==> config.mk <==
export PLATFORM = sky130hd
export DESIGN_NAME = i2c_master_bit_engine_core_flat
export DESIGN_NICKNAME = d
export VERILOG_FILES = /design/src/hw/rtl/i2cm_pkg.sv /design/src/hw/rtl/i2cm_in_if.sv /design/src/hw/rtl/i2cm_out_if.sv /design/src/hw/rtl/i2cm_cfg_if.sv /design/src/hw/rtl/i2cm_front.sv /design/src/hw/rtl/i2cm_queue.sv /design/src/hw/rtl/i2cm_back.sv /design/src/hw/rtl/i2c_master_bit_engine_core.sv /design/src/flat_wrapper.sv
export VERILOG_INCLUDE_DIRS = /design/src /design/src/hw/rtl
export SDC_FILE = /design/constraint.sdc
export NUM_CORES = 1
export LEC_CHECK = 0
export BUFFER_PORTS_ARGS = -buffer_cell sky130_fd_sc_hd__buf_2
export CORE_MARGIN = 2
export CORE_UTILIZATION = 35
export DETAILED_ROUTE_END_ITERATION = 8
export SLEW_MARGIN = 20
export SYNTH_ARGS = -nofsm -noshare
export SYNTH_HDL_FRONTEND = slang
export SYNTH_SLANG_ARGS = --single-unit
==> constraint.sdc <==
create_clock -name clk -period 5.7 [get_ports clk]
set_clock_uncertainty 0.05 [all_clocks]
set_input_delay 1.14 -clock clk [delete_from_list [all_inputs] [get_ports clk]]
set_output_delay 1.14 -clock clk [all_outputs]
set_load 0.02 [all_outputs]
==> src/hw/rtl/assert_macros.svh <==
// assertion macros shared by the bit engine modules
`ifndef ASSERT_MACROS_SVH
`define ASSERT_MACROS_SVH

// property that holds at every clock edge out of reset
`define ASSERT_HOLDS(lbl, expr, msg) \
  lbl: assert property (@(posedge clk) disable iff (!rst_n) (expr)) else $error(msg);

// antecedent at one edge implies consequent at the next edge
`define ASSERT_NEXT(lbl, ante, cons, msg) \
  lbl: assert property (@(posedge clk) disable iff (!rst_n) (ante) |=> (cons)) else $error(msg);

`endif

==> src/hw/rtl/i2cm_pkg.sv <==
// shared types and constants of the i2c master bit engine
package i2cm_pkg;

  localparam int TPD_W = 10;
  localparam int DELAY_W = 11;
  localparam int BYTE_W = 8;
  localparam logic [TPD_W-1:0] TPD_RESET = 10'd25;
  localparam int BITS_PER_BYTE_DEF = 8;
  localparam int QUEUE_DEPTH_DEF = 2;

  // command codes on the input word
  typedef enum logic [2:0] {
    CMD_TICK  = 3'd0,
    CMD_START = 3'd1,
    CMD_STOP  = 3'd2,
    CMD_WRITE = 3'd3,
    CMD_READ  = 3'd4,
    CMD_PACK  = 3'd5,
    CMD_GACK  = 3'd6
  } cmd_t;

  // class of an input word after decode
  typedef enum logic [1:0] {
    K_TICK  = 2'd0,
    K_START = 2'd1,
    K_STOP  = 2'd2,
    K_SLOT  = 2'd3
  } kind_t;

  // bus sequencer phases
  typedef enum logic [6:0] {
    PH_IDLE     = 7'b0000001,
    PH_START_SU = 7'b0000010,
    PH_START_HD = 7'b0000100,
    PH_STOP_SU  = 7'b0001000,
    PH_STOP_BUF = 7'b0010000,
    PH_BIT_LOW  = 7'b0100000,
    PH_BIT_HIGH = 7'b1000000
  } phase_t;

  // decoded word carried through the queue
  typedef struct packed {
    kind_t             kind;
    cmd_t              cmd;
    logic              byte_slot;
    logic              first_bit;
    logic [BYTE_W-1:0] tx_byte;
    logic              ack_level;
    logic              sda_level;
  } item_t;

endpackage

==> src/hw/rtl/i2cm_in_if.sv <==
// input channel of the bit engine
interface i2cm_in_if;
  logic       valid;
  logic       ready;
  logic [2:0] command;
  logic [7:0] tx_byte;
  logic       ack_level;
  logic       sda_level;

  modport source (output valid, command, tx_byte, ack_level, sda_level, input ready);
  modport sink (input valid, command, tx_byte, ack_level, sda_level, output ready);
endinterface

==> src/hw/rtl/i2cm_out_if.sv <==
// result channel of the bit engine
interface i2cm_out_if;
  logic       valid;
  logic       ready;
  logic       scl_level;
  logic       sda_drive;
  logic       busy_res;
  logic       done_res;
  logic [7:0] rx_byte;
  logic       nack_seen;

  modport source (output valid, scl_level, sda_drive, busy_res, done_res, rx_byte, nack_seen,
                  input ready);
  modport sink (input valid, scl_level, sda_drive, busy_res, done_res, rx_byte, nack_seen,
                output ready);
endinterface

==> src/hw/rtl/i2cm_cfg_if.sv <==
// configuration write channel of the bit engine
interface i2cm_cfg_if;
  logic       valid;
  logic       ready;
  logic [9:0] data;

  modport source (output valid, data, input ready);
  modport sink (input valid, data, output ready);
endinterface

==> src/hw/rtl/i2cm_front.sv <==
// front end: accepts input words and classifies them for the sequencer
module i2cm_front
  import i2cm_pkg::*;
(
  i2cm_in_if.sink in_ch,
  input  logic    space,
  output logic    push,
  output item_t   push_item
);

  // handshake straight onto the queue
  assign in_ch.ready = space;
  assign push = in_ch.valid & space;

  // decode the command into a class and the first slot bit
  always_comb begin
    push_item.cmd = CMD_TICK;
    push_item.kind = K_TICK;
    push_item.byte_slot = 1'b0;
    push_item.first_bit = 1'b1;
    push_item.tx_byte = in_ch.tx_byte;
    push_item.ack_level = in_ch.ack_level;
    push_item.sda_level = in_ch.sda_level;
    unique case (in_ch.command)
      CMD_START: begin
        push_item.cmd = CMD_START;
        push_item.kind = K_START;
      end
      CMD_STOP: begin
        push_item.cmd = CMD_STOP;
        push_item.kind = K_STOP;
      end
      CMD_WRITE: begin
        push_item.cmd = CMD_WRITE;
        push_item.kind = K_SLOT;
        push_item.byte_slot = 1'b1;
        push_item.first_bit = in_ch.tx_byte[BYTE_W-1];
      end
      CMD_READ: begin
        push_item.cmd = CMD_READ;
        push_item.kind = K_SLOT;
        push_item.byte_slot = 1'b1;
      end
      CMD_PACK: begin
        push_item.cmd = CMD_PACK;
        push_item.kind = K_SLOT;
        push_item.first_bit = in_ch.ack_level;
      end
      CMD_GACK: begin
        push_item.cmd = CMD_GACK;
        push_item.kind = K_SLOT;
      end
      default: begin
        // tick and the unused code both just advance time
        push_item.cmd = CMD_TICK;
        push_item.kind = K_TICK;
      end
    endcase
  end

endmodule

==> src/hw/rtl/i2cm_queue.sv <==
// short queue of decoded words between front end and sequencer
`include "assert_macros.svh"
module i2cm_queue
  import i2cm_pkg::*;
#(
  parameter int DEPTH = QUEUE_DEPTH_DEF
) (
  input  logic  clk,
  input  logic  rst_n,
  input  logic  push,
  input  item_t push_item,
  output logic  space,
  input  logic  pop,
  output logic  head_valid,
  output item_t head_item
);

  localparam int PTR_W = (DEPTH > 1) ? $clog2(DEPTH) : 1;
  localparam int CNT_W = $clog2(DEPTH + 1);

  item_t             mem_r [DEPTH];
  logic [PTR_W-1:0]  wr_ptr_r, wr_ptr_nxt;
  logic [PTR_W-1:0]  rd_ptr_r, rd_ptr_nxt;
  logic [CNT_W-1:0]  count_r, count_nxt;

  assign space = (count_r != CNT_W'(DEPTH));
  assign head_valid = (count_r != '0);
  assign head_item = mem_r[rd_ptr_r];

  // pointer and fill bookkeeping
  always_comb begin
    wr_ptr_nxt = wr_ptr_r;
    rd_ptr_nxt = rd_ptr_r;
    if (push) begin
      wr_ptr_nxt = (wr_ptr_r == PTR_W'(DEPTH - 1)) ? '0 : wr_ptr_r + PTR_W'(1);
    end
    if (pop) begin
      rd_ptr_nxt = (rd_ptr_r == PTR_W'(DEPTH - 1)) ? '0 : rd_ptr_r + PTR_W'(1);
    end
    count_nxt = count_r + CNT_W'(push) - CNT_W'(pop);
  end

  always_ff @(posedge clk) begin
    if (!rst_n) begin
      wr_ptr_r <= '0;
      rd_ptr_r <= '0;
      count_r <= '0;
    end else begin
      wr_ptr_r <= wr_ptr_nxt;
      rd_ptr_r <= rd_ptr_nxt;
      count_r <= count_nxt;
    end
  end

  // storage write
  always_ff @(posedge clk) begin
    if (push) begin
      mem_r[wr_ptr_r] <= push_item;
    end
  end

  `ASSERT_HOLDS(a_no_underflow, !(pop && (count_r == '0)), "pop from empty queue")
  `ASSERT_NEXT(a_fill_up, push && !pop, count_r == $past(count_r) + CNT_W'(1), "fill count lost a push")

endmodule

==> src/hw/rtl/i2cm_back.sv <==
// back end: scl/sda phase sequencer and result register
`include "assert_macros.svh"
module i2cm_back
  import i2cm_pkg::*;
#(
  parameter int BITS_PER_BYTE = BITS_PER_BYTE_DEF
) (
  input  logic        clk,
  input  logic        rst_n,
  input  logic        head_valid,
  input  item_t       head_item,
  output logic        pop,
  i2cm_cfg_if.sink    cfg_ch,
  i2cm_out_if.source  out_ch
);

  localparam int CNT_W = $clog2(BITS_PER_BYTE + 1);

  // sequencer state
  phase_t              phase_r, phase_nxt;
  cmd_t                cmd_r, cmd_nxt;
  logic                byte_r, byte_nxt;
  logic [CNT_W-1:0]    bit_cnt_r, bit_cnt_nxt;
  logic [BYTE_W-1:0]   shift_r, shift_nxt;
  logic [DELAY_W-1:0]  delay_r, delay_nxt;
  logic                scl_r, scl_nxt;
  logic                sda_r, sda_nxt;
  logic                nack_r, nack_nxt;
  logic [TPD_W-1:0]    tpd_r;

  // result register
  logic                ov_r, ov_nxt;
  logic                done_c;
  logic [BYTE_W-1:0]   rx_c;
  logic                nack_out_c;

  // timing helpers
  logic [TPD_W-1:0]    unit_len;
  logic [DELAY_W-1:0]  phase_len;
  logic [DELAY_W-1:0]  delay_inc;
  logic                phase_end;
  logic [CNT_W-1:0]    slots;

  function automatic logic slot_bit(cmd_t c, logic [BYTE_W-1:0] sh, logic nk);
    logic b;
    b = 1'b1;
    if (c == CMD_WRITE) b = sh[BYTE_W-1];
    else if (c == CMD_PACK) b = nk;
    return b;
  endfunction

  // take a word whenever the result register frees up
  assign pop = head_valid & (~ov_r | out_ch.ready);
  assign cfg_ch.ready = 1'b1;

  // phase length in ticks, zero setting counts as one
  assign unit_len = (tpd_r == '0) ? TPD_W'(1) : tpd_r;
  assign phase_len = (phase_r == PH_STOP_BUF || phase_r == PH_BIT_LOW) ?
                     {unit_len, 1'b0} : {1'b0, unit_len};
  assign delay_inc = delay_r + DELAY_W'(1);
  assign phase_end = (delay_inc >= phase_len);
  assign slots = byte_r ? CNT_W'(BITS_PER_BYTE) : CNT_W'(1);

  // next state for the word at the queue head
  always_comb begin
    phase_nxt = phase_r;
    cmd_nxt = cmd_r;
    byte_nxt = byte_r;
    bit_cnt_nxt = bit_cnt_r;
    shift_nxt = shift_r;
    delay_nxt = delay_r;
    scl_nxt = scl_r;
    sda_nxt = sda_r;
    nack_nxt = nack_r;
    done_c = 1'b0;
    rx_c = '0;
    nack_out_c = 1'b0;
    if (phase_r == PH_IDLE) begin
      if (head_item.kind != K_TICK) begin
        cmd_nxt = head_item.cmd;
        byte_nxt = head_item.byte_slot;
        bit_cnt_nxt = '0;
        delay_nxt = '0;
        unique case (head_item.kind)
          K_START: begin
            scl_nxt = 1'b1;
            sda_nxt = 1'b1;
            phase_nxt = PH_START_SU;
          end
          K_STOP: begin
            scl_nxt = 1'b1;
            sda_nxt = 1'b0;
            phase_nxt = PH_STOP_SU;
          end
          default: begin
            shift_nxt = (head_item.cmd == CMD_WRITE) ? head_item.tx_byte : '0;
            if (head_item.cmd == CMD_PACK) nack_nxt = head_item.ack_level;
            else if (head_item.cmd == CMD_GACK) nack_nxt = 1'b0;
            scl_nxt = 1'b0;
            sda_nxt = head_item.first_bit;
            phase_nxt = PH_BIT_LOW;
          end
        endcase
      end
    end else begin
      // sample sda on the first tick with scl high
      if (phase_r == PH_BIT_HIGH && delay_r == '0) begin
        if (cmd_r == CMD_READ) shift_nxt = {shift_r[BYTE_W-2:0], head_item.sda_level};
        else if (cmd_r == CMD_GACK) nack_nxt = head_item.sda_level;
      end
      delay_nxt = delay_inc;
      if (phase_end) begin
        delay_nxt = '0;
        unique case (phase_r)
          PH_START_SU: begin
            sda_nxt = 1'b0;
            phase_nxt = PH_START_HD;
          end
          PH_START_HD: begin
            scl_nxt = 1'b0;
            phase_nxt = PH_IDLE;
            done_c = 1'b1;
          end
          PH_STOP_SU: begin
            sda_nxt = 1'b1;
            phase_nxt = PH_STOP_BUF;
          end
          PH_STOP_BUF: begin
            phase_nxt = PH_IDLE;
            done_c = 1'b1;
          end
          PH_BIT_LOW: begin
            scl_nxt = 1'b1;
            if (cmd_r == CMD_WRITE) shift_nxt = {shift_r[BYTE_W-2:0], 1'b0};
            phase_nxt = PH_BIT_HIGH;
          end
          PH_BIT_HIGH: begin
            bit_cnt_nxt = bit_cnt_r + CNT_W'(1);
            scl_nxt = 1'b0;
            if (bit_cnt_nxt >= slots) begin
              phase_nxt = PH_IDLE;
              done_c = 1'b1;
              if (cmd_r == CMD_READ) rx_c = shift_nxt;
              if (cmd_r == CMD_GACK) nack_out_c = nack_nxt;
            end else begin
              sda_nxt = slot_bit(cmd_r, shift_nxt, nack_nxt);
              phase_nxt = PH_BIT_LOW;
            end
          end
          default: begin
            phase_nxt = phase_r;
          end
        endcase
      end
    end
  end

  assign ov_nxt = pop | (ov_r & ~out_ch.ready);

  // control state
  always_ff @(posedge clk) begin
    if (!rst_n) begin
      phase_r <= PH_IDLE;
      cmd_r <= CMD_TICK;
      byte_r <= 1'b0;
      bit_cnt_r <= '0;
      shift_r <= '0;
      delay_r <= '0;
      scl_r <= 1'b1;
      sda_r <= 1'b1;
      nack_r <= 1'b0;
      tpd_r <= TPD_RESET;
      ov_r <= 1'b0;
    end else begin
      ov_r <= ov_nxt;
      if (cfg_ch.valid) begin
        tpd_r <= cfg_ch.data;
      end
      if (pop) begin
        phase_r <= phase_nxt;
        cmd_r <= cmd_nxt;
        byte_r <= byte_nxt;
        bit_cnt_r <= bit_cnt_nxt;
        shift_r <= shift_nxt;
        delay_r <= delay_nxt;
        scl_r <= scl_nxt;
        sda_r <= sda_nxt;
        nack_r <= nack_nxt;
      end
    end
  end

  // result payload
  always_ff @(posedge clk) begin
    if (pop) begin
      out_ch.scl_level <= scl_nxt;
      out_ch.sda_drive <= sda_nxt;
      out_ch.busy_res <= (phase_nxt != PH_IDLE);
      out_ch.done_res <= done_c;
      out_ch.rx_byte <= rx_c;
      out_ch.nack_seen <= nack_out_c;
    end
  end

  assign out_ch.valid = ov_r;

  `ASSERT_NEXT(a_done_idle, pop && done_c, phase_r == PH_IDLE, "done without return to idle")
  `ASSERT_NEXT(a_idle_tick, pop && (phase_r == PH_IDLE) && (head_item.kind == K_TICK), (phase_r == PH_IDLE) && $stable(scl_r) && $stable(sda_r), "idle tick changed the bus")
  `ASSERT_NEXT(a_slot_low, pop && (phase_r == PH_IDLE) && (head_item.kind == K_SLOT), !scl_r && (phase_r == PH_BIT_LOW), "bit slot did not pull scl low")

endmodule

==> src/hw/rtl/i2c_master_bit_engine_core.sv <==
// top level of the i2c master bit engine
// Usage:
//   in_ch carries one word per clock while in_ch.ready is high: a tick (command 0) or a bus command
//   (start, stop, write byte, read byte, send ack, get ack) with its byte,
//   ack level and the SDA level sampled for that tick. A command given
//   while a sequence runs counts as a tick.
//   out_ch returns one word for every input word: the SCL and SDA drive
//   levels (1 released), busy, a done pulse, the read byte and nack bit.
//   cfg_ch sets ticks_per_delay; write it only while the engine is idle.
// Timing:
//   one input word per cycle sustained while out_ch takes every result;
//   a word accepted on in_ch is written into the queue, and then the
//   sequencer's next-state step, which handles one tick per clock,
//   loads its result into the result register, where out_ch takes it.
// Reset leaves both lines released, the engine idle and ticks_per_delay 25.
// When out_ch stalls the result register holds its word and the queue
// keeps taking input until it is full, then in_ch.ready drops.
module i2c_master_bit_engine_core
  import i2cm_pkg::*;
#(
  parameter int BITS_PER_BYTE = BITS_PER_BYTE_DEF,
  parameter int QUEUE_DEPTH = QUEUE_DEPTH_DEF
) (
  input  logic       clk,
  input  logic       rst_n,
  i2cm_in_if.sink    in_ch,
  i2cm_cfg_if.sink   cfg_ch,
  i2cm_out_if.source out_ch
);

  logic  push;
  item_t push_item;
  logic  space;
  logic  pop;
  logic  head_valid;
  item_t head_item;

  // classify incoming words
  i2cm_front u_front (
    .in_ch     (in_ch),
    .space     (space),
    .push      (push),
    .push_item (push_item)
  );

  // decouple front from sequencer
  i2cm_queue #(
    .DEPTH (QUEUE_DEPTH)
  ) u_queue (
    .clk        (clk),
    .rst_n      (rst_n),
    .push       (push),
    .push_item  (push_item),
    .space      (space),
    .pop        (pop),
    .head_valid (head_valid),
    .head_item  (head_item)
  );

  // run the bus phases
  i2cm_back #(
    .BITS_PER_BYTE (BITS_PER_BYTE)
  ) u_back (
    .clk        (clk),
    .rst_n      (rst_n),
    .head_valid (head_valid),
    .head_item  (head_item),
    .pop        (pop),
    .cfg_ch     (cfg_ch),
    .out_ch     (out_ch)
  );

endmodule
==> src/flat_wrapper.sv <==
// flat-port wrapper written by rule: the top's interface ports become plain ports
module i2c_master_bit_engine_core_flat import i2cm_pkg::*;
#(
  parameter int BITS_PER_BYTE = BITS_PER_BYTE_DEF,
  parameter int QUEUE_DEPTH = QUEUE_DEPTH_DEF
)
  (clk, rst_n, in_ch_valid, in_ch_command, in_ch_tx_byte, in_ch_ack_level, in_ch_sda_level, in_ch_ready, cfg_ch_valid, cfg_ch_data, cfg_ch_ready, out_ch_valid, out_ch_scl_level, out_ch_sda_drive, out_ch_busy_res, out_ch_done_res, out_ch_rx_byte, out_ch_nack_seen, out_ch_ready);
  i2cm_in_if in_ch_i ();
  i2cm_cfg_if cfg_ch_i ();
  i2cm_out_if out_ch_i ();
  input  logic clk;
  input  logic rst_n;
  input wire logic [$bits(in_ch_i.valid)-1:0] in_ch_valid;
  input wire logic [$bits(in_ch_i.command)-1:0] in_ch_command;
  input wire logic [$bits(in_ch_i.tx_byte)-1:0] in_ch_tx_byte;
  input wire logic [$bits(in_ch_i.ack_level)-1:0] in_ch_ack_level;
  input wire logic [$bits(in_ch_i.sda_level)-1:0] in_ch_sda_level;
  output wire logic [$bits(in_ch_i.ready)-1:0] in_ch_ready;
  input wire logic [$bits(cfg_ch_i.valid)-1:0] cfg_ch_valid;
  input wire logic [$bits(cfg_ch_i.data)-1:0] cfg_ch_data;
  output wire logic [$bits(cfg_ch_i.ready)-1:0] cfg_ch_ready;
  output wire logic [$bits(out_ch_i.valid)-1:0] out_ch_valid;
  output wire logic [$bits(out_ch_i.scl_level)-1:0] out_ch_scl_level;
  output wire logic [$bits(out_ch_i.sda_drive)-1:0] out_ch_sda_drive;
  output wire logic [$bits(out_ch_i.busy_res)-1:0] out_ch_busy_res;
  output wire logic [$bits(out_ch_i.done_res)-1:0] out_ch_done_res;
  output wire logic [$bits(out_ch_i.rx_byte)-1:0] out_ch_rx_byte;
  output wire logic [$bits(out_ch_i.nack_seen)-1:0] out_ch_nack_seen;
  input wire logic [$bits(out_ch_i.ready)-1:0] out_ch_ready;
  assign in_ch_i.valid = in_ch_valid;
  assign in_ch_i.command = in_ch_command;
  assign in_ch_i.tx_byte = in_ch_tx_byte;
  assign in_ch_i.ack_level = in_ch_ack_level;
  assign in_ch_i.sda_level = in_ch_sda_level;
  assign in_ch_ready = in_ch_i.ready;
  assign cfg_ch_i.valid = cfg_ch_valid;
  assign cfg_ch_i.data = cfg_ch_data;
  assign cfg_ch_ready = cfg_ch_i.ready;
  assign out_ch_valid = out_ch_i.valid;
  assign out_ch_scl_level = out_ch_i.scl_level;
  assign out_ch_sda_drive = out_ch_i.sda_drive;
  assign out_ch_busy_res = out_ch_i.busy_res;
  assign out_ch_done_res = out_ch_i.done_res;
  assign out_ch_rx_byte = out_ch_i.rx_byte;
  assign out_ch_nack_seen = out_ch_i.nack_seen;
  assign out_ch_i.ready = out_ch_ready;
  i2c_master_bit_engine_core #(.BITS_PER_BYTE(BITS_PER_BYTE), .QUEUE_DEPTH(QUEUE_DEPTH)) u_core (.clk(clk), .rst_n(rst_n), .in_ch(in_ch_i), .cfg_ch(cfg_ch_i), .out_ch(out_ch_i));
endmodule
* Word level (Yosys, flattened, before mapping)
Memory sizes are Yosys's and may differ from the RTL's. A register that Yosys moved wholly into a read port is not among the register bits. Cells that the tools add are included.
Operators by class: add/subtract/negate cells 6, magnitude comparators 2, eq/ne operators 27, multiplexer cells 57, bitwise gates (word level) 12, reduce and logical (&&, ||, !) cells 20
Operator list (count):
- two-way mux 8 bit | 9
- two-way mux 11 bit | 4
- one-hot mux 7 bit (5 select lines) | 1
- one-hot mux 5 bit (6 select lines) | 1
- two-way mux 1 bit | 26
- == test 3 bit (second input constant) | 8
- two-way mux 7 bit | 3
- two-way mux 4 bit | 5
- == test 3 x 2 -> 1 bit (second input constant) | 4
- one-hot mux 6 bit (2 select lines) | 1
- adder 11 x 1 -> 11 bit (second input constant) | 1
- >= comparator 11 bit | 1
- logical NOT 11 bit | 1
- logical NOT 10 bit | 1
- two-way mux 10 bit | 1
- OR reduction 2 bit | 5
- OR reduction 5 bit | 2
- one-hot mux 1 bit (2 select lines) | 4
- AND reduction 4 bit | 2
- nonzero test 2 bit | 4
- == test 7 x 1 -> 1 bit (second input constant) | 1
- == test 7 x 2 -> 1 bit (second input constant) | 1
- == test 7 x 3 -> 1 bit (second input constant) | 1
- == test 7 x 4 -> 1 bit (second input constant) | 1
- 24 further kinds | 36
Storage, ports and cells: bits in registers 65, bits in writable memories 34, input port bits 28, logic and storage cells 145, memories 1
Memories:
- u_core.u_queue.mem_r | words 2, bits a word 17, rd ports 1, clocked after Yosys merged registers in 1, write ports 1, RTL line i2cm_queue.sv:21 | item_t mem_r [DEPTH];

* Longest topological paths before layout
Gate-level depths: netlist of run 1.
word-level depth 10, mapped depth 15, mapped depth without buffers 12

* By module
A second synthesis of run 1 with hierarchy kept.
Second synthesis, totals: cells, all modules 541, area total of the unflattened synthesis 5530.3 um^2
By module, submodules not included:
- i2cm_back | instances 1, cells each 441, area each 3829.9 um^2, sequential area each 1351.3 um^2
- i2cm_queue | instances 1, cells each 74, area each 1506.4 um^2, sequential area each 1121.1 um^2
- i2cm_front | instances 1, cells each 26, area each 193.9 um^2, sequential area each 0.0 um^2

* Worst setup path before layout of run 1
Ideal clock, no wire load.
path kind reg-to-reg, from register u_core.u_back.phase_r[6], to register u_core.u_back.out_ch.scl_level, data pin, setup time 268 ps, arrival 2995 ps, path slack 2387 ps, cell stages (with the launch flop) 14, path buffers 3, period minus slack after synthesis 3313 ps, cells stage by stage dfxtp_1 -> buf_2 -> nor3_2 -> nand3_1 -> clkbuf_1 -> mux2i_1 -> ha_1 -> and4_1 -> o21ai_0 -> o2111a_2 -> or2_1 -> buf_2 -> o311ai_0 -> nand2_1
Between the ends: cells in the longest elaborated chain, start to end 6
RTL lines:
- from (decl) | RTL line i2cm_back.sv:20 | phase_t phase_r, phase_nxt;
- from (signal assigned) | RTL line i2cm_back.sv:180 | phase_r <= phase_nxt;
- == test 7 x 5 -> 1 bit or == test 7 x 6 -> 1 bit (tied branches) | RTL line i2cm_back.sv:58, i2cm_back.sv:114
- logical OR 1 bit | RTL line i2cm_back.sv:58 | assign phase_len = (phase_r == PH_STOP_BUF || phase_r == PH_BIT_LOW) ?
- two-way mux 11 bit | RTL line i2cm_back.sv:58
- >= comparator 11 bit | RTL line i2cm_back.sv:61 | assign phase_end = (delay_inc >= phase_len);
- two-way mux 1 bit | RTL line i2cm_back.sv:112 | if (phase_end) begin
- two-way mux 1 bit (*) | RTL line i2cm_back.sv:78 | if (phase_r == PH_IDLE) begin
- net u_core.u_back.scl_nxt | RTL line i2cm_back.sv:26 | logic scl_r, scl_nxt;
- to (signal assigned) | RTL line i2cm_back.sv:196 | out_ch.scl_level <= scl_nxt;
- to (decl) | RTL line i2cm_out_if.sv:12 | modport source (output valid, scl_level, sda_drive, busy_res, done_res, rx_byte, nack_seen,
Mark *: on every way through the listed nets, which the timed path passes. The rest lies on a longest branch. A chain may end at the register's enable or synchronous reset.

* Worst setup path in the final report of run 1
from register u_core.u_back.phase_r[6], to register u_core.u_back.out_ch.rx_byte[4], data pin
Between the ends: cells in the longest elaborated chain, start to end 6
RTL lines:
- == test 7 x 5 -> 1 bit or == test 7 x 6 -> 1 bit (tied branches) | RTL line i2cm_back.sv:58
- logical OR 1 bit | RTL line i2cm_back.sv:58
- two-way mux 11 bit | RTL line i2cm_back.sv:58
- >= comparator 11 bit | RTL line i2cm_back.sv:61
- inverter 1 bit (no source line)
- OR reduction 5 bit (no source line)
- to (signal assigned) | RTL line i2cm_back.sv:200 | out_ch.rx_byte <= rx_c;
- to (decl) | RTL line i2cm_out_if.sv:12
Parallel ways exist; a longest one is shown, timed or not.

==> run summary, run 1 <==
DRC: 0
Slew Limit Headroom: 0.384
Final Wtd Congestion: 0.828
CTS tree: built
Post-Layout Cell Count: 737
Net Count, Synth: 573
status: completed
Port-buffer cells: 42
clk buf depth: 2
clock group share of total power: 0.224
CP Capture Type: register
flops & latches, synth: 100
die width: 127 um
total clock sinks: 100
distinct cell type count of the synthesized netlist: 65
P_leak: 2.21 nW
drt pass-1 iters: 5
largest cells by area after synthesis: edfxtp_1 27%, dfxtp_1 20%, mux2i_1 6.8%
Logic pwr share: 0.361
WP data required: 5860 ps
H-tree Lvls: 3
Clk Latency, worst-skew pair: 350 ps
Seq/Total Area, Yosys: 0.467
final wirelength: 12.1 mm
net switching power: 1.01 mW
dominant synthesized flop cell: dfxtp_1
period utilisation layout: 0.736
Sw Ratio: 0.392
dominant cell type by area after synthesis: edfxtp_1
ANT cells: 0
setup_tns: 0 ps
WS Path Type: reg -> reg
max-slew violations: 0
vias per cell: 5.59
Fillers: 1455
post-route antenna net violation count: 0
WL/cell: 16.4 um
Synth top cells by count: 53 x dfxtp_1, 47 x edfxtp_1, 47 x nor2_1, 36 x mux2i_1, 32 x nand2_1
Hold Vio Cnt, Final: 0
routed vias: 4117
total track usage: 0.156
Core Region: 0.0146 mm2
number of global-route vias before repair: 3925
CP startpoint kind: register
post-synthesis average cell area: 10.1 um2
Internal: 1.56 mW
crit path time final: 4200 ps
actual slew at the worst max-slew pin: 923 ps
Cells after DPL: 721
Worst EP arrival: 4360 ps
Slowest cell on crit path: or4_1
die height: 127 um
Hold Path Class: reg -> reg
pwr dens: 435 mW/mm2
layout cell share with drive strength beyond 1: 0.152
Detail Placement HPWL: 8.50 mm
final setup fails: 0
CTS resizes: 0
FMAX: 0.238 GHz
setup bufs post-CTS: 0
initial core utilization: 0.361
maxcap violations: 0
post-synth top area share: 0.267
Starting DRT DRC Count: 380
critical path peak fanout: 20
crit path cell chain: nor3_2 -> nand3_1 -> mux2i_1 -> ha_1 -> and4_1 -> o21ai_0 -> o2111a_2 -> or2_1 -> or4_1 -> nor2_1
largest net degree at the start of global routing: 29
clock-pin slew on the worst setup and hold paths: 70 ps
clock buffer count from CTS: 9
synth-to-layout area growth: 11.5%
maximum VDD drop: 0.228 mV
RSZ-0062 raised after global routing: no
Post-CTS Hold Fix Bufs: 0
most instantiated library cell after synthesis: dfxtp_1
CTS root buf: clkbuf_16
Top Ports: 44
Cell Area, Synth: 0.00529 mm2
first-pass GRT wire length: 20.0 mm
GR Overflow Total: 0
final net count: 597
Yosys Warn Count: 0
Async SR Flop Fraction: 0
num rows: 44
Post-Syn Instances: 524
Design Power: 2.57 mW
antenna violations before repair: 0
Post-synth EDFFs: 47
CP max stage delay: 770 ps
DIE AREA: 0.0161 mm2
Reg power frac: 0.415
## power by group through the flow
stage / combinational, mW / clock (mW) / sequential, mW
global placement: 0.906 / 0 / 1.07
CTS: 0.925 / 0.595 / 1.07
global route: 1.03 / 0.625 / 1.09
finish: 0.925 / 0.575 / 1.07
detailed placement: 0.918 / 0 / 1.08
floorplan: 0.664 / 0 / 1.06
## kinds of logic after synthesis
family                     after synthesis  share of synthesized area
DFF                                    100                      0.467
AOI/OAI and AO/OA                      111                      0.145
xor gates and xnor gates                21                     0.0348
buffers and inverters                   46                     0.0360
other                                    1                   0.000709
muxes                                   47                     0.0916
and+or+nand+nor                        177                      0.175
adders and majority gates               21                     0.0497
## path summary, 6_finish.rpt
kind                       startpoint                               to  slack [ps]  cells after the start
max          u_core.u_back.phase_r[6]  u_core.u_back.out_ch.rx_byte[4]        1500                     10
min              u_core.u_back.byte_r             u_core.u_back.byte_r         460                      2
max reg2reg  u_core.u_back.phase_r[6]  u_core.u_back.out_ch.rx_byte[4]        1500                     10
min reg2reg      u_core.u_back.byte_r             u_core.u_back.byte_r         460                      2
## layer usage
metal / global-route usage / wire, um / up-vias
met5: 0 / 0 / -
met1: 0.214 / 5680 / 1944
met2: 0.237 / 5400 / 146
met4: 0.0517 / 146 / 0
met3: 0.0434 / 833 / 14
li1: - / - / 2013
## through the flow
stage | area (um2) | setup WS (ps) | hold WS, ps | utilization
after floorplan | 5290 | 2390 | 409 | -
after global placement | 5620 | 1730 | 435 | 0.384
after detailed placement | 5620 | 1570 | 442 | 0.384
after CTS | 5900 | 1550 | 458 | 0.403
after global routing | 5900 | 1240 | 497 | 0.403
final | 5900 | 1500 | 457 | 0.403
## sequential cells by signal, summed over array words and instances, names as in the netlist, named ones only
name	count
u_core.u_back.out_ch.rx_byte	8
u_core.u_back.out_ch.done_res	1
u_core.u_back.bit_cnt_r	4
u_core.u_back.tpd_r	10
u_core.u_back.out_ch.nack_seen	1
u_core.u_back.delay_r	11
u_core.u_back.out_ch.scl_level	1
u_core.u_back.out_ch.sda_drive	1
u_core.u_back.byte_r	1
u_core.u_back.phase_r	7
u_core.u_back.out_ch.valid	1
u_core.u_back.shift_r	8
u_core.u_queue.wr_ptr_r	1
u_core.u_queue.rd_ptr_r	1
u_core.u_back.cmd_r	3
u_core.u_queue.count_r	2
u_core.u_back.scl_r	1
u_core.u_back.out_ch.busy_res	1
u_core.u_back.sda_r	1
u_core.u_queue.mem_r	34
u_core.u_back.nack_r	1
## area by class of cell
cell class	instances	area, um2	share of cell area
timing repair buffer	47	248	0.0420
multi-input combinational	378	2630	0.445
tap	184	230	0.0390
clock inverter	7	50.0	0.00849
clock buffer	9	225	0.0382
inverter	12	45.0	0.00764
sequential	100	2470	0.419
## cell usage in the layout (no fill, tap or decap), drive strengths merged, types with 12 or more instances in the layout
master / count
a21oi: 18
a31oi: 12
buf: 47
dfxtp: 53
edfxtp: 47
ha: 21
inv: 15
mux2i: 36
nand2: 32
nand3: 17
nor2: 47
nor3: 18
o21ai: 23
xor2: 12
## worst max-delay path: cells and delay by family (launching register included)
family,cells,cell delay [ps]
fa+ha+maj,1,340
flops,1,410
compound gates,2,470
mux,1,250
simple gates,6,2530
Power figures use the tool's default switching activity.
==> inputs of run 2 (changes only) <==
- clock period: 5.7 -> 3.8 ns (I/O delays scaled with it)
==> run 2 against run 1 <==
Wire length up 1.6%. Critical endpoint is now u_core.u_back.out_ch.nack_seen. Largest power group unchanged. Clock power grew 50%. Via count about the same. First-iteration DRC count fell by 7.6%. Critical path depth increased by 2.
==> run summary, run 2 (same netlist as run 1, synthesis figures left out) <==
DIE AREA: 0.0161 mm2
worst reg2reg setup slack: 310 ps
reg2reg path depth: 12
final net count: 607
clock buffer count from CTS: 9
Slew Limit Headroom: 0.474
ANT cells: 0
Hold Vio Cnt, Final: 0
CP startpoint kind: register
P_leak: 2.26 nW
Port-buffer cells: 42
Top Registers: u_core.u_queue.mem_r x34, u_core.u_back.delay_r x11, u_core.u_back.tpd_r x10
Cells after DPL: 731
final wirelength: 12.3 mm
post-route antenna net violation count: 0
die width: 127 um
setup bufs post-CTS: 0
synth-to-layout area growth: 13.3%
maxcap violations: 0
pwr dens: 651 mW/mm2
die height: 127 um
Hold EP: u_core.u_back.bit_cnt_r[3]
Core Region: 0.0146 mm2
Starting DRT DRC Count: 351
CP Capture Type: register
Setup WS post-layout: 307 ps
RR Endpoint: u_core.u_back.out_ch.nack_seen
Post-Layout Cell Count: 747
Final Wtd Congestion: 0.871
WP data required: 3910 ps
WL/cell: 16.4 um
final setup fails: 0
CTS tree: built
DRC: 0
status: completed
Worst EP arrival: 3600 ps
max-slew violations: 0
worst hold stages: 1
layout cell share with drive strength beyond 1: 0.174
worst hold start: u_core.u_back.bit_cnt_r[3]
actual slew at the worst max-slew pin: 790 ps
reg2reg start: u_core.u_back.delay_r[1]
maximum VDD drop: 0.316 mV
commonest non-fill, non-tap cell in the layout: dfxtp_1
Detail Placement HPWL: 8.62 mm
total clock sinks: 100
DP Worst Slack: 145 ps
Reg with most FFs: u_core.u_queue.mem_r
period utilisation layout: 0.919
GR Overflow Total: 0
most frequent cells in the layout: 53 x dfxtp_1, 47 x edfxtp_1, 46 x nor2_1
area occupied by multi-input gates: 0.00265 mm2
Finished Core Util: 0.409
max reg flops: 34
total track usage: 0.159
vias per cell: 5.51
setup_tns: 0 ps
drt pass-1 iters: 5
RSZ-0062 raised after global routing: no
first-pass GRT wire length: 20.3 mm
CTS resizes: 0
number of global-route vias before repair: 3992
num rows: 44
CTS root buf: clkbuf_16
crit path time final: 3490 ps
Fillers: 1416
Clk Latency, worst-skew pair: 360 ps
clk buf depth: 2
initial core utilization: 0.361
largest net degree at the start of global routing: 33
Top Ports: 44
clock-pin slew on the worst setup and hold paths: 70 ps
FMAX: 0.286 GHz
H-tree Lvls: 3
Hold Path Class: reg -> reg
WS Path Type: reg -> reg
Post-CTS Hold Fix Bufs: 0
register area: 0.00247 mm2
critical path peak fanout: 9
routed vias: 4116
antenna violations before repair: 0
## run 2: final cells by class
type / count / area share
Clock buffer: 9 / 0.0376
Clock inverter: 7 / 0.00835
Inverter: 12 / 0.00752
Multi-Input combinational cell: 378 / 0.442
Sequential cell: 100 / 0.413
Tap cell: 184 / 0.0384
Timing Repair Buffer: 57 / 0.0539
## run 2: per-layer routing
layer | vias to the layer above | wire length, um | global-route usage
li1 | 2022 | - | -
met1 | 1939 | 5770 | 0.216
met2 | 138 | 5480 | 0.244
met3 | 17 | 850 | 0.0460
met4 | 0 | 143 | 0.0491
met5 | - | 0 | 0
## run 2: worst max path at each step
stage	start	to	slack, ps	cells after the start
2_1_floorplan	u_core.u_back.phase_r[6]	u_core.u_back.out_ch.scl_level	490	13
3_3_place_gp	u_core.u_back.delay_r[1]	u_core.u_back.out_ch.nack_seen	330	12
3_5_place_dp	u_core.u_back.delay_r[1]	u_core.u_back.out_ch.nack_seen	150	12
4_1_cts	u_core.u_back.delay_r[1]	u_core.u_back.out_ch.nack_seen	120	12
5_1_grt	u_core.u_back.delay_r[1]	u_core.u_back.delay_r[8]	9	13
6_report	u_core.u_back.delay_r[1]	u_core.u_back.out_ch.nack_seen	310	12
## run 2: where the power goes
part / leakage (nW) / switching, mW / internal [mW]
logic: 1.26 / 0.938 / 0.542
registers: 0.874 / 0.170 / 1.38
clock network: 0.131 / 0.418 / 0.447
total: 2.26 / 1.53 / 2.37
## run 2: worst max-delay path, stage by stage, from the launching register on
cell      delay (ps)
dfxtp_1          400
ha_1             250
nand3_1          200
nor2_2           280
nand3_1          180
xnor2_1          170
ha_1             280
o21a_1           110
o211ai_1          90
and2_1           260
or2_1            300
or3_1            410
nor4_2           300
## run 2: per-stage QoR
| stage | hold slack [ps] | total power [mW] | instance area [um2] |
|---|---|---|---|
| after floorplan | 409 | 2.59 | 5290 |
| after global placement | 433 | 3.00 | 5700 |
| after detailed placement | 436 | 3.03 | 5700 |
| after CTS | 456 | 3.91 | 5970 |
| after global routing | 488 | 4.16 | 5990 |
| final | 453 | 3.90 | 5990 |
